### config.mk
export PLATFORM = sky130hd
export DESIGN_NAME = metronome_beat_timer_top_flat
export DESIGN_NICKNAME = d
export VERILOG_FILES = /design/src/mbt_pkg.sv /design/src/mbt_channels.sv /design/src/metronome_beat_timer_top.sv /design/src/flat_wrapper.sv
export SDC_FILE = /design/constraint.sdc
export NUM_CORES = 2
export LEC_CHECK = 0
export BUFFER_PORTS_ARGS = -buffer_cell sky130_fd_sc_hd__buf_2
export CAP_MARGIN = 20
export CELL_PAD_IN_SITES_DETAIL_PLACEMENT = 2
export CELL_PAD_IN_SITES_GLOBAL_PLACEMENT = 2
export CORE_MARGIN = 4
export CORE_UTILIZATION = 37
export DETAILED_ROUTE_END_ITERATION = 8
export PLACE_DENSITY = 0.88
export SYNTH_ARGS = -nofsm -noshare
export SYNTH_HDL_FRONTEND = slang
export SYNTH_SLANG_ARGS = --single-unit
### constraint.sdc
create_clock -name clock -period 6.8 [get_ports clock]
set_input_delay 0.68 -clock clock [delete_from_list [all_inputs] [get_ports clock]]
set_output_delay 0.68 -clock clock [all_outputs]
set_load 0.05 [all_outputs]
### src/mbt_pkg.sv
`timescale 1ns / 1ps

package mbt_pkg;

   // Request commands.
   localparam logic [1:0] CMD_TICK     = 2'd0;
   localparam logic [1:0] CMD_TEMPO_UP = 2'd1;
   localparam logic [1:0] CMD_TEMPO_DN = 2'd2;
   localparam logic [1:0] CMD_SET      = 2'd3;

   // Configuration register indexes.
   localparam logic [1:0] CSR_CLOCK_HZ  = 2'd0;
   localparam logic [1:0] CSR_BEAT_MS   = 2'd1;
   localparam logic [1:0] CSR_START_BPM = 2'd2;

   // Divider select codes.
   localparam logic [1:0] DIV_64   = 2'd0;
   localparam logic [1:0] DIV_256  = 2'd1;
   localparam logic [1:0] DIV_1024 = 2'd2;

   localparam int CSR_DATA_W = 27;
   localparam int BPM_W      = 10;

   localparam logic [26:0] CLOCK_HZ_RST  = 27'd16000000;
   localparam logic [12:0] BEAT_MS_RST   = 13'd50;
   localparam logic [9:0]  START_BPM_RST = 10'd60;

   localparam logic [9:0] BPM_MIN    = 10'd1;
   localparam logic [9:0] BPM_MAX    = 10'd1023;
   localparam logic [9:0] BPM_SLOW   = 10'd57;
   localparam logic [9:0] BPM_MEDIUM = 10'd228;

   // Shared divider widths: dividend, divisor, and the ms to counts scale.
   localparam int DVD_W = 34;
   localparam int DVS_W = 17;
   localparam logic [DVS_W-1:0] MS_SCALE = 17'd1000;

endpackage

### src/mbt_channels.sv
`timescale 1ns / 1ps

interface mbt_req_if import mbt_pkg::*; ();
   logic             valid;
   logic             ready;
   logic [1:0]       command;
   logic [BPM_W-1:0] bpm_value;

   modport source (output valid, command, bpm_value, input ready);
   modport sink   (input valid, command, bpm_value, output ready);
endinterface

interface mbt_rsp_if import mbt_pkg::*; ();
   logic             valid;
   logic             ready;
   logic             sound_on;
   logic             sound_off;
   logic [BPM_W-1:0] current_bpm;
   logic [1:0]       divider_select;
   logic [15:0]      period_top;

   modport source (output valid, sound_on, sound_off, current_bpm, divider_select,
                   period_top, input ready);
   modport sink   (input valid, sound_on, sound_off, current_bpm, divider_select,
                   period_top, output ready);
endinterface

### src/metronome_beat_timer_top.sv
`timescale 1ns / 1ps
// Tick request: one per cycle while the result side keeps up; the result is valid next cycle.
// Tempo requests: one shared bit-serial divider runs twice (34 quotient bits for the period
// top, 34 for the sound length) with a setup state S_MID between and a final state S_FINAL
// after; the result is valid as S_FINAL ends, and the next request is taken back in S_IDLE.
// Reset (synchronous, active high) loads the default configuration and runs the same tempo
// load for 60 bpm; the first request is accepted once that load has returned to S_IDLE.
module metronome_beat_timer_top import mbt_pkg::*; #(
   parameter int COUNTER_BITS = 16
) (
   input  logic                  clock,
   input  logic                  reset,
   mbt_req_if.sink               req_bus,
   mbt_rsp_if.source             rsp_bus,
   input  logic                  csr_wr_en,
   input  logic [1:0]            csr_index,
   input  logic [CSR_DATA_W-1:0] csr_wr_data
);

   localparam int CB = COUNTER_BITS;
   localparam logic [DVD_W-1:0] MAXV = (DVD_W'(1) << CB) - DVD_W'(1);

   typedef enum logic [1:0] {S_IDLE, S_DIV, S_MID, S_FINAL} state_type;

   state_type        state_ff;
   logic             phase_ff;
   logic [5:0]       count_ff;
   logic             respond_ff;
   logic [DVD_W-1:0] quo_ff;
   logic [DVS_W-1:0] rem_ff;
   logic [DVS_W-1:0] dvs_ff;
   logic [39:0]      prod_ff;

   logic [26:0]      clock_hz_ff;
   logic [12:0]      beat_ms_ff;
   logic [9:0]       tempo_ff;
   logic [1:0]       div_code_ff;
   logic [9:0]       prescale_ff;
   logic [CB-1:0]    beat_count_ff;
   logic [CB-1:0]    wrap_top_ff;
   logic [CB-1:0]    sound_point_ff;

   logic             rsp_valid_ff;
   logic             rsp_on_ff;
   logic             rsp_off_ff;

   logic req_acc;
   logic csr_start;
   logic load_go;
   assign req_bus.ready = (state_ff == S_IDLE) && (!rsp_valid_ff || rsp_bus.ready);
   assign req_acc   = req_bus.valid && req_bus.ready;
   assign csr_start = csr_wr_en && (csr_index == CSR_START_BPM);
   assign load_go   = reset || csr_start || (req_acc && (req_bus.command != CMD_TICK));

   // Tempo load setup: clamp, divider choice and the operands of both divisions.
   logic [10:0]      ld_raw;
   logic [26:0]      ld_clk;
   logic [12:0]      ld_ms;
   logic [9:0]       ld_bpm;
   logic [1:0]       ld_code;
   logic [3:0]       ld_shift;
   logic [DVS_W-1:0] ld_den;
   logic [32:0]      ld_clk60;
   logic [DVD_W-1:0] ld_dvd;

   always_comb begin
      ld_clk = clock_hz_ff;
      ld_ms  = beat_ms_ff;
      if (reset) begin
         ld_raw = {1'b0, START_BPM_RST};
         ld_clk = CLOCK_HZ_RST;
         ld_ms  = BEAT_MS_RST;
      end else if (csr_start) begin
         ld_raw = {1'b0, csr_wr_data[BPM_W-1:0]};
      end else begin
         case (req_bus.command)
            CMD_TEMPO_UP: ld_raw = {1'b0, tempo_ff} + 11'd1;
            CMD_TEMPO_DN: ld_raw = {1'b0, tempo_ff} - 11'd1;
            CMD_SET:      ld_raw = {1'b0, req_bus.bpm_value};
            default:      ld_raw = {1'b0, tempo_ff};
         endcase
      end
      if (ld_raw == 11'd0) begin
         ld_bpm = BPM_MIN;
      end else if (ld_raw > {1'b0, BPM_MAX}) begin
         ld_bpm = BPM_MAX;
      end else begin
         ld_bpm = ld_raw[9:0];
      end
      if (ld_bpm < BPM_SLOW) begin
         ld_code = DIV_1024;
      end else if (ld_bpm < BPM_MEDIUM) begin
         ld_code = DIV_256;
      end else begin
         ld_code = DIV_64;
      end
      ld_shift = 4'd6 + {1'b0, ld_code, 1'b0};
      ld_den   = DVS_W'(ld_bpm) << ld_shift;
      ld_clk60 = {ld_clk, 6'b0} - {4'b0, ld_clk, 2'b0};
      // Rounded quotient: (2*num + den) / (2*den).
      ld_dvd   = {ld_clk60, 1'b0} + DVD_W'(ld_den);
   end

   // One restoring division step per cycle.
   logic [DVS_W:0]   dv_part;
   logic             dv_ge;
   logic [DVS_W:0]   dv_diff;
   logic [DVS_W-1:0] rem_in;
   logic [DVD_W-1:0] quo_in;

   always_comb begin
      dv_part = {rem_ff, quo_ff[DVD_W-1]};
      dv_ge   = dv_part >= {1'b0, dvs_ff};
      dv_diff = dv_part - {1'b0, dvs_ff};
      rem_in  = dv_ge ? dv_diff[DVS_W-1:0] : dv_part[DVS_W-1:0];
      quo_in  = {quo_ff[DVD_W-2:0], dv_ge};
   end

   // Period top from the rounded quotient, and the sound point from the count.
   logic [3:0]       cur_shift;
   logic [DVD_W-1:0] q_m1;
   logic [CB-1:0]    top_val;
   logic [DVD_W-1:0] top_p1;
   logic [DVD_W-1:0] pt_diff;
   logic [CB-1:0]    pt_val;

   always_comb begin
      cur_shift = 4'd6 + {1'b0, div_code_ff, 1'b0};
      q_m1      = (quo_ff == '0) ? '0 : quo_ff - DVD_W'(1);
      top_val   = (q_m1 > MAXV) ? MAXV[CB-1:0] : q_m1[CB-1:0];
      top_p1    = DVD_W'(wrap_top_ff) + DVD_W'(1);
      pt_diff   = top_p1 - quo_ff;
      if (quo_ff > top_p1) begin
         pt_val = '0;
      end else if (pt_diff > MAXV) begin
         pt_val = MAXV[CB-1:0];
      end else begin
         pt_val = pt_diff[CB-1:0];
      end
   end

   // Tick path.
   logic [9:0]    pre_in;
   logic          div_hit;
   logic [CB-1:0] beat_in;

   always_comb begin
      pre_in = prescale_ff + 10'd1;
      case (div_code_ff)
         DIV_64:   div_hit = (pre_in[5:0] == 6'd0);
         DIV_256:  div_hit = (pre_in[7:0] == 8'd0);
         DIV_1024: div_hit = (pre_in == 10'd0);
         default:  div_hit = (pre_in[5:0] == 6'd0);
      endcase
      if (!div_hit) begin
         beat_in = beat_count_ff;
      end else if (beat_count_ff == wrap_top_ff) begin
         beat_in = '0;
      end else begin
         beat_in = beat_count_ff + CB'(1);
      end
   end

   always_ff @(posedge clock) begin
      if (reset) begin
         clock_hz_ff  <= CLOCK_HZ_RST;
         beat_ms_ff   <= BEAT_MS_RST;
         prescale_ff  <= '0;
         rsp_valid_ff <= 1'b0;
      end else begin
         if (csr_wr_en && (csr_index == CSR_CLOCK_HZ)) begin
            clock_hz_ff <= csr_wr_data;
         end
         if (csr_wr_en && (csr_index == CSR_BEAT_MS)) begin
            beat_ms_ff <= csr_wr_data[12:0];
         end
         if (rsp_valid_ff && rsp_bus.ready) begin
            rsp_valid_ff <= 1'b0;
         end
         if (req_acc && (req_bus.command == CMD_TICK)) begin
            prescale_ff   <= pre_in;
            beat_count_ff <= beat_in;
            rsp_on_ff     <= div_hit && (beat_in == sound_point_ff);
            rsp_off_ff    <= div_hit && (beat_in == wrap_top_ff);
            rsp_valid_ff  <= 1'b1;
         end
      end

      if (load_go) begin
         state_ff      <= S_DIV;
         phase_ff      <= 1'b0;
         count_ff      <= 6'(DVD_W - 1);
         respond_ff    <= !reset && !csr_start;
         tempo_ff      <= ld_bpm;
         div_code_ff   <= ld_code;
         beat_count_ff <= '0;
         quo_ff        <= ld_dvd;
         rem_ff        <= '0;
         dvs_ff        <= {ld_den[DVS_W-2:0], 1'b0};
         prod_ff       <= 40'(ld_ms) * 40'(ld_clk);
      end else begin
         case (state_ff)
            S_DIV: begin
               quo_ff   <= quo_in;
               rem_ff   <= rem_in;
               count_ff <= count_ff - 6'd1;
               if (count_ff == 6'd0) begin
                  state_ff <= phase_ff ? S_FINAL : S_MID;
               end
            end
            S_MID: begin
               // floor(ms*clk/(1000*div)) = floor(floor(ms*clk/div)/1000).
               wrap_top_ff <= top_val;
               quo_ff      <= DVD_W'(prod_ff >> cur_shift);
               rem_ff      <= '0;
               dvs_ff      <= MS_SCALE;
               count_ff    <= 6'(DVD_W - 1);
               phase_ff    <= 1'b1;
               state_ff    <= S_DIV;
            end
            S_FINAL: begin
               sound_point_ff <= pt_val;
               if (respond_ff) begin
                  rsp_on_ff    <= 1'b0;
                  rsp_off_ff   <= 1'b0;
                  rsp_valid_ff <= 1'b1;
               end
               state_ff <= S_IDLE;
            end
            default: begin
               state_ff <= S_IDLE;
            end
         endcase
      end
   end

   assign rsp_bus.valid          = rsp_valid_ff;
   assign rsp_bus.sound_on       = rsp_on_ff;
   assign rsp_bus.sound_off      = rsp_off_ff;
   assign rsp_bus.current_bpm    = tempo_ff;
   assign rsp_bus.divider_select = div_code_ff;
   assign rsp_bus.period_top     = 16'(wrap_top_ff);

   a_tick_result: assert property (@(posedge clock) disable iff (reset)
      (req_acc && (req_bus.command == CMD_TICK)) |=> rsp_valid_ff)
      else $error("tick request gave no result in the next cycle");

   a_load_busy: assert property (@(posedge clock) disable iff (reset)
      (req_acc && (req_bus.command != CMD_TICK)) |=> (state_ff == S_DIV))
      else $error("tempo request did not start the divider");

   a_beat_bound: assert property (@(posedge clock) disable iff (reset)
      (state_ff == S_IDLE) |-> (beat_count_ff <= wrap_top_ff))
      else $error("beat counter above period top");

   a_tempo_range: assert property (@(posedge clock) disable iff (reset)
      tempo_ff != 10'd0)
      else $error("tempo left its range");

   a_divider_match: assert property (@(posedge clock) disable iff (reset)
      (div_code_ff == DIV_1024) == (tempo_ff < BPM_SLOW))
      else $error("divider does not match tempo");

endmodule
### src/flat_wrapper.sv
// flat-port wrapper written by rule: the top's interface ports become plain ports
module metronome_beat_timer_top_flat import mbt_pkg::*;
#(
   parameter int COUNTER_BITS = 16
)
  (clock, reset, csr_wr_en, csr_index, csr_wr_data, req_bus_valid, req_bus_command, req_bus_bpm_value, req_bus_ready, rsp_bus_valid, rsp_bus_sound_on, rsp_bus_sound_off, rsp_bus_current_bpm, rsp_bus_divider_select, rsp_bus_period_top, rsp_bus_ready);
  mbt_req_if req_bus_i ();
  mbt_rsp_if rsp_bus_i ();
  input  logic clock;
  input  logic reset;
  input  logic csr_wr_en;
  input  logic [1:0] csr_index;
  input  logic [CSR_DATA_W-1:0] csr_wr_data;
  input wire logic [$bits(req_bus_i.valid)-1:0] req_bus_valid;
  input wire logic [$bits(req_bus_i.command)-1:0] req_bus_command;
  input wire logic [$bits(req_bus_i.bpm_value)-1:0] req_bus_bpm_value;
  output wire logic [$bits(req_bus_i.ready)-1:0] req_bus_ready;
  output wire logic [$bits(rsp_bus_i.valid)-1:0] rsp_bus_valid;
  output wire logic [$bits(rsp_bus_i.sound_on)-1:0] rsp_bus_sound_on;
  output wire logic [$bits(rsp_bus_i.sound_off)-1:0] rsp_bus_sound_off;
  output wire logic [$bits(rsp_bus_i.current_bpm)-1:0] rsp_bus_current_bpm;
  output wire logic [$bits(rsp_bus_i.divider_select)-1:0] rsp_bus_divider_select;
  output wire logic [$bits(rsp_bus_i.period_top)-1:0] rsp_bus_period_top;
  input wire logic [$bits(rsp_bus_i.ready)-1:0] rsp_bus_ready;
  assign req_bus_i.valid = req_bus_valid;
  assign req_bus_i.command = req_bus_command;
  assign req_bus_i.bpm_value = req_bus_bpm_value;
  assign req_bus_ready = req_bus_i.ready;
  assign rsp_bus_valid = rsp_bus_i.valid;
  assign rsp_bus_sound_on = rsp_bus_i.sound_on;
  assign rsp_bus_sound_off = rsp_bus_i.sound_off;
  assign rsp_bus_current_bpm = rsp_bus_i.current_bpm;
  assign rsp_bus_divider_select = rsp_bus_i.divider_select;
  assign rsp_bus_period_top = rsp_bus_i.period_top;
  assign rsp_bus_i.ready = rsp_bus_ready;
  metronome_beat_timer_top #(.COUNTER_BITS(COUNTER_BITS)) u_core (.clock(clock), .reset(reset), .req_bus(req_bus_i), .rsp_bus(rsp_bus_i), .csr_wr_en(csr_wr_en), .csr_index(csr_index), .csr_wr_data(csr_wr_data));
endmodule
==> results.cfg <==
[outcome]
status = completed

[cells_and_area]
syn2layout_area_growth_pct = 11.7
design_area_um2 = 31700
multiInputGateArea_um2 = 20700
seq_area_um2 = 5780
drive_gt1_share_pct = 10.3
post-route-util_pct = 41.7
nFillCells = 8327
layout.nets = 3943

[power]
power.switching_mw = 3.12
p_int_mw = 4.01
p_seq_share_pct = 29.6
p_sw_share_pct = 43.7
powerDensity_nw_per_um2 = 225
leakagePower_nw = 13.8
power_frac_comb_pct = 43.5
pwr-share-clk_pct = 26.9
peakVddDrop_mv = 0.196

[cts]
htreeDepth = 1
clk_latency_ns = 0.64
cts.path.max_buffers = 3
root_buffer = clkbuf_16
cts_tree = done
clock_sinks = 224
cts_buffers = 31
clk_pin_slew_ns = 0.06

[floorplan]
die_area_um2 = 81200
core_um2 = 75900
rows = 101
die_h_um = 285
ioPinCount = 78
die_width_um = 285
start_util_pct = 37.4

[critical_path]
worstSetupPathType = primary input to flop
cp_common_cell = or4_1
crit_arrival_ns = 7.06
crit_slowest_cell = or4_1
crit_path_end_kind = flop
setup.worst_path.start = req_bus_command[0]
crit_required_ns = 7.15
start_kind = primary input
worstPathMaxFanout = 5
cp_slowest_stage_delay_ns = 0.58
r2r-start = u_core.rsp_bus.current_bpm[1]

[placement]
dp_slack_ns = -0.437
io_buffer_count = 77
dpl.hpwl_um = 95300
post_dp_cell_area_um2 = 30400
gp_routability_congestion = 0.870

[synthesis]
syn_area_per_cell_um2 = 8.37
ys_seq_elements = 224
synth_top_cells_by_count = nand2_1 (500), inv_1 (347), fa_1 (278)
yosysSeqAreaShare_pct = 20.3
synth_area_leaders = fa_1 (20%), edfxtp_1 (14%), ha_1 (7.6%)
synth_area_um2 = 28400
synth_cell_types = 100
synth_top_area_share_pct = 19.6
yosys_warnings = 0
synth-edff-count = 129
ys.flop_type = edfxtp_1
syn_inst = 3391
yosysTopAreaCell = fa_1
yosysMostFrequentCell = nand2_1
async_flop_share_pct = 0

[timing]
fin_tns_setup_ns = 0
layout_setup_ws_ns = 0.0889
worstMarginPinSlew_ns = 1.01
worst_clock_skew_ns = 0.0161
period_share_pct = 98.7
slew_headroom_pct = 32.9
hold_slack_ns = 0.260
hold_viol_final = 0
max_freq_mhz = 149
setup_viol = 0
slew_violations = 0
fin_crit_ns = 6.71

[drt]
viasPerCell = 6.10
via_count = 27500
drc = 0
first_iter_violations = 1982
routed_wl_um = 127000
antenna_left = 0
first_pass_iters = 6
wire_per_inst_um = 28.2

[job]
max-cap-violations = 0

[grt]
antenna_found_initial = 4
grt_max_degree = 65
grt_pass1_wl_um = 193000
overflow = 0
grt_use_total_pct = 30.2
grt_pass1_vias = 31600

[worst_hold_path]
hold_path_class = primary input to flop
hold_start = csr_wr_data[21]
-- registers in the layout, summed over array words and instances, names as in the netlist, 6 cells and up --
name                        count
u_core.prod_ff                 34
u_core.quo_ff                  34
u_core.clock_hz_ff             27
u_core.rem_ff                  17
u_core.beat_count_ff           16
u_core.dvs_ff                  16
u_core.rsp_bus.period_top      16
u_core.sound_point_ff          16
u_core.beat_ms_ff              13
u_core.prescale_ff             10
u_core.rsp_bus.current_bpm     10
u_core.count_ff                 6
-- power groups by stage --
| stage | clock (mW) | combinational (mW) | sequential [mW] |
|---|---|---|---|
| 2_1_floorplan | 0 | 1.91 | 1.95 |
| 3_3_place_gp | 0 | 2.61 | 2.06 |
| 3_5_place_dp | 0 | 2.91 | 2.10 |
| 4_1_cts | 1.93 | 3.02 | 2.08 |
| 5_1_grt | 1.98 | 3.30 | 2.12 |
| 6_report | 1.92 | 3.10 | 2.11 |
-- per-layer routing --
layer  GRT usage [%]  share of wire (%)  vias to the layer above
li1                -                  -                    11600
met1            33.3                 37                    14200
met2            55.5                 52                     1129
met3            4.40                5.0                      490
met4            16.9                6.4                        4
met5               0              0.015                        -
-- final timing paths --
path / endpoint / depth (start not counted) / slack, ns
worst max-delay path: u_core.quo_ff[32] / 26 / 0.09
worst min-delay path: u_core.clock_hz_ff[21] / 3 / 0.26
worst max register to register: u_core.quo_ff[32] / 23 / 0.11
worst min register to register: u_core.rsp_bus.sound_on / 2 / 0.45
-- cell usage in the layout (no fill, tap or decap), drive strengths merged, types with 13 or more instances in the layout --
master	instances
dfxtp	95
or3	24
nor3	69
edfxtp	129
a31oi	46
nor2	193
and3	27
and2	138
or2	25
a21o	38
nor3b	13
fa	278
buf	212
o21a	36
mux2i	35
nand3	87
a21oi	215
nand4	39
a211oi	26
xor2	82
inv	351
or4	14
nand2b	31
o21ai	107
o211ai	42
nor4	20
xnor2	95
nor2b	56
ha	172
nand2	500
clkbuf	39
-- timing repair --
item	CTS	global route
hold buffers	0	0
setup buffers	1	5
pin swaps	1	4
gates resized for setup	1	23
endpoints found under the setup margin	6	15
cloned	0	0
-- cells by family (layout without fill, tap and decap cells) --
kind of cell             Yosys count  count (layout)  share of synthesized area (%)
AO/OA/AOI/OAI                    664             664                           15.4
flip-flops                       224             224                           20.3
multiplexers                      52              52                           2.34
adder cells (fa/ha/maj)          450             450                           27.2
XOR/XNOR                         177             177                           5.46
buffers and inverters            544             619                           7.26
other                              2               9                         0.0265
AND/OR/NAND/NOR                 1278            1278                           22.0
-- metrics by stage --
stage	cells	power, mW
after floorplan	3397	3.87
after global placement	4438	4.67
after detailed placement	4438	5.01
after CTS	4497	7.04
after global routing	4502	7.41
final	4503	7.13
-- worst max-delay path, delay by kind of cell --
family / cells / cell delay (ns)
compound gates: 10 / 2.22
fa+ha+maj: 3 / 0.78
simple gates: 10 / 3.08
buf+inv: 3 / 0.31
-- cell type report --
type,count,area share [%]
Multi-Input combinational cell,2629,65.2
Sequential cell,224,18.2
Timing Repair Buffer,212,4.77
Inverter,349,4.14
Tap cell,1030,4.06
Clock buffer,39,2.70
Clock inverter,19,0.892
Antenna cell,1,0.00789
Power figures use the tool's default switching activity.
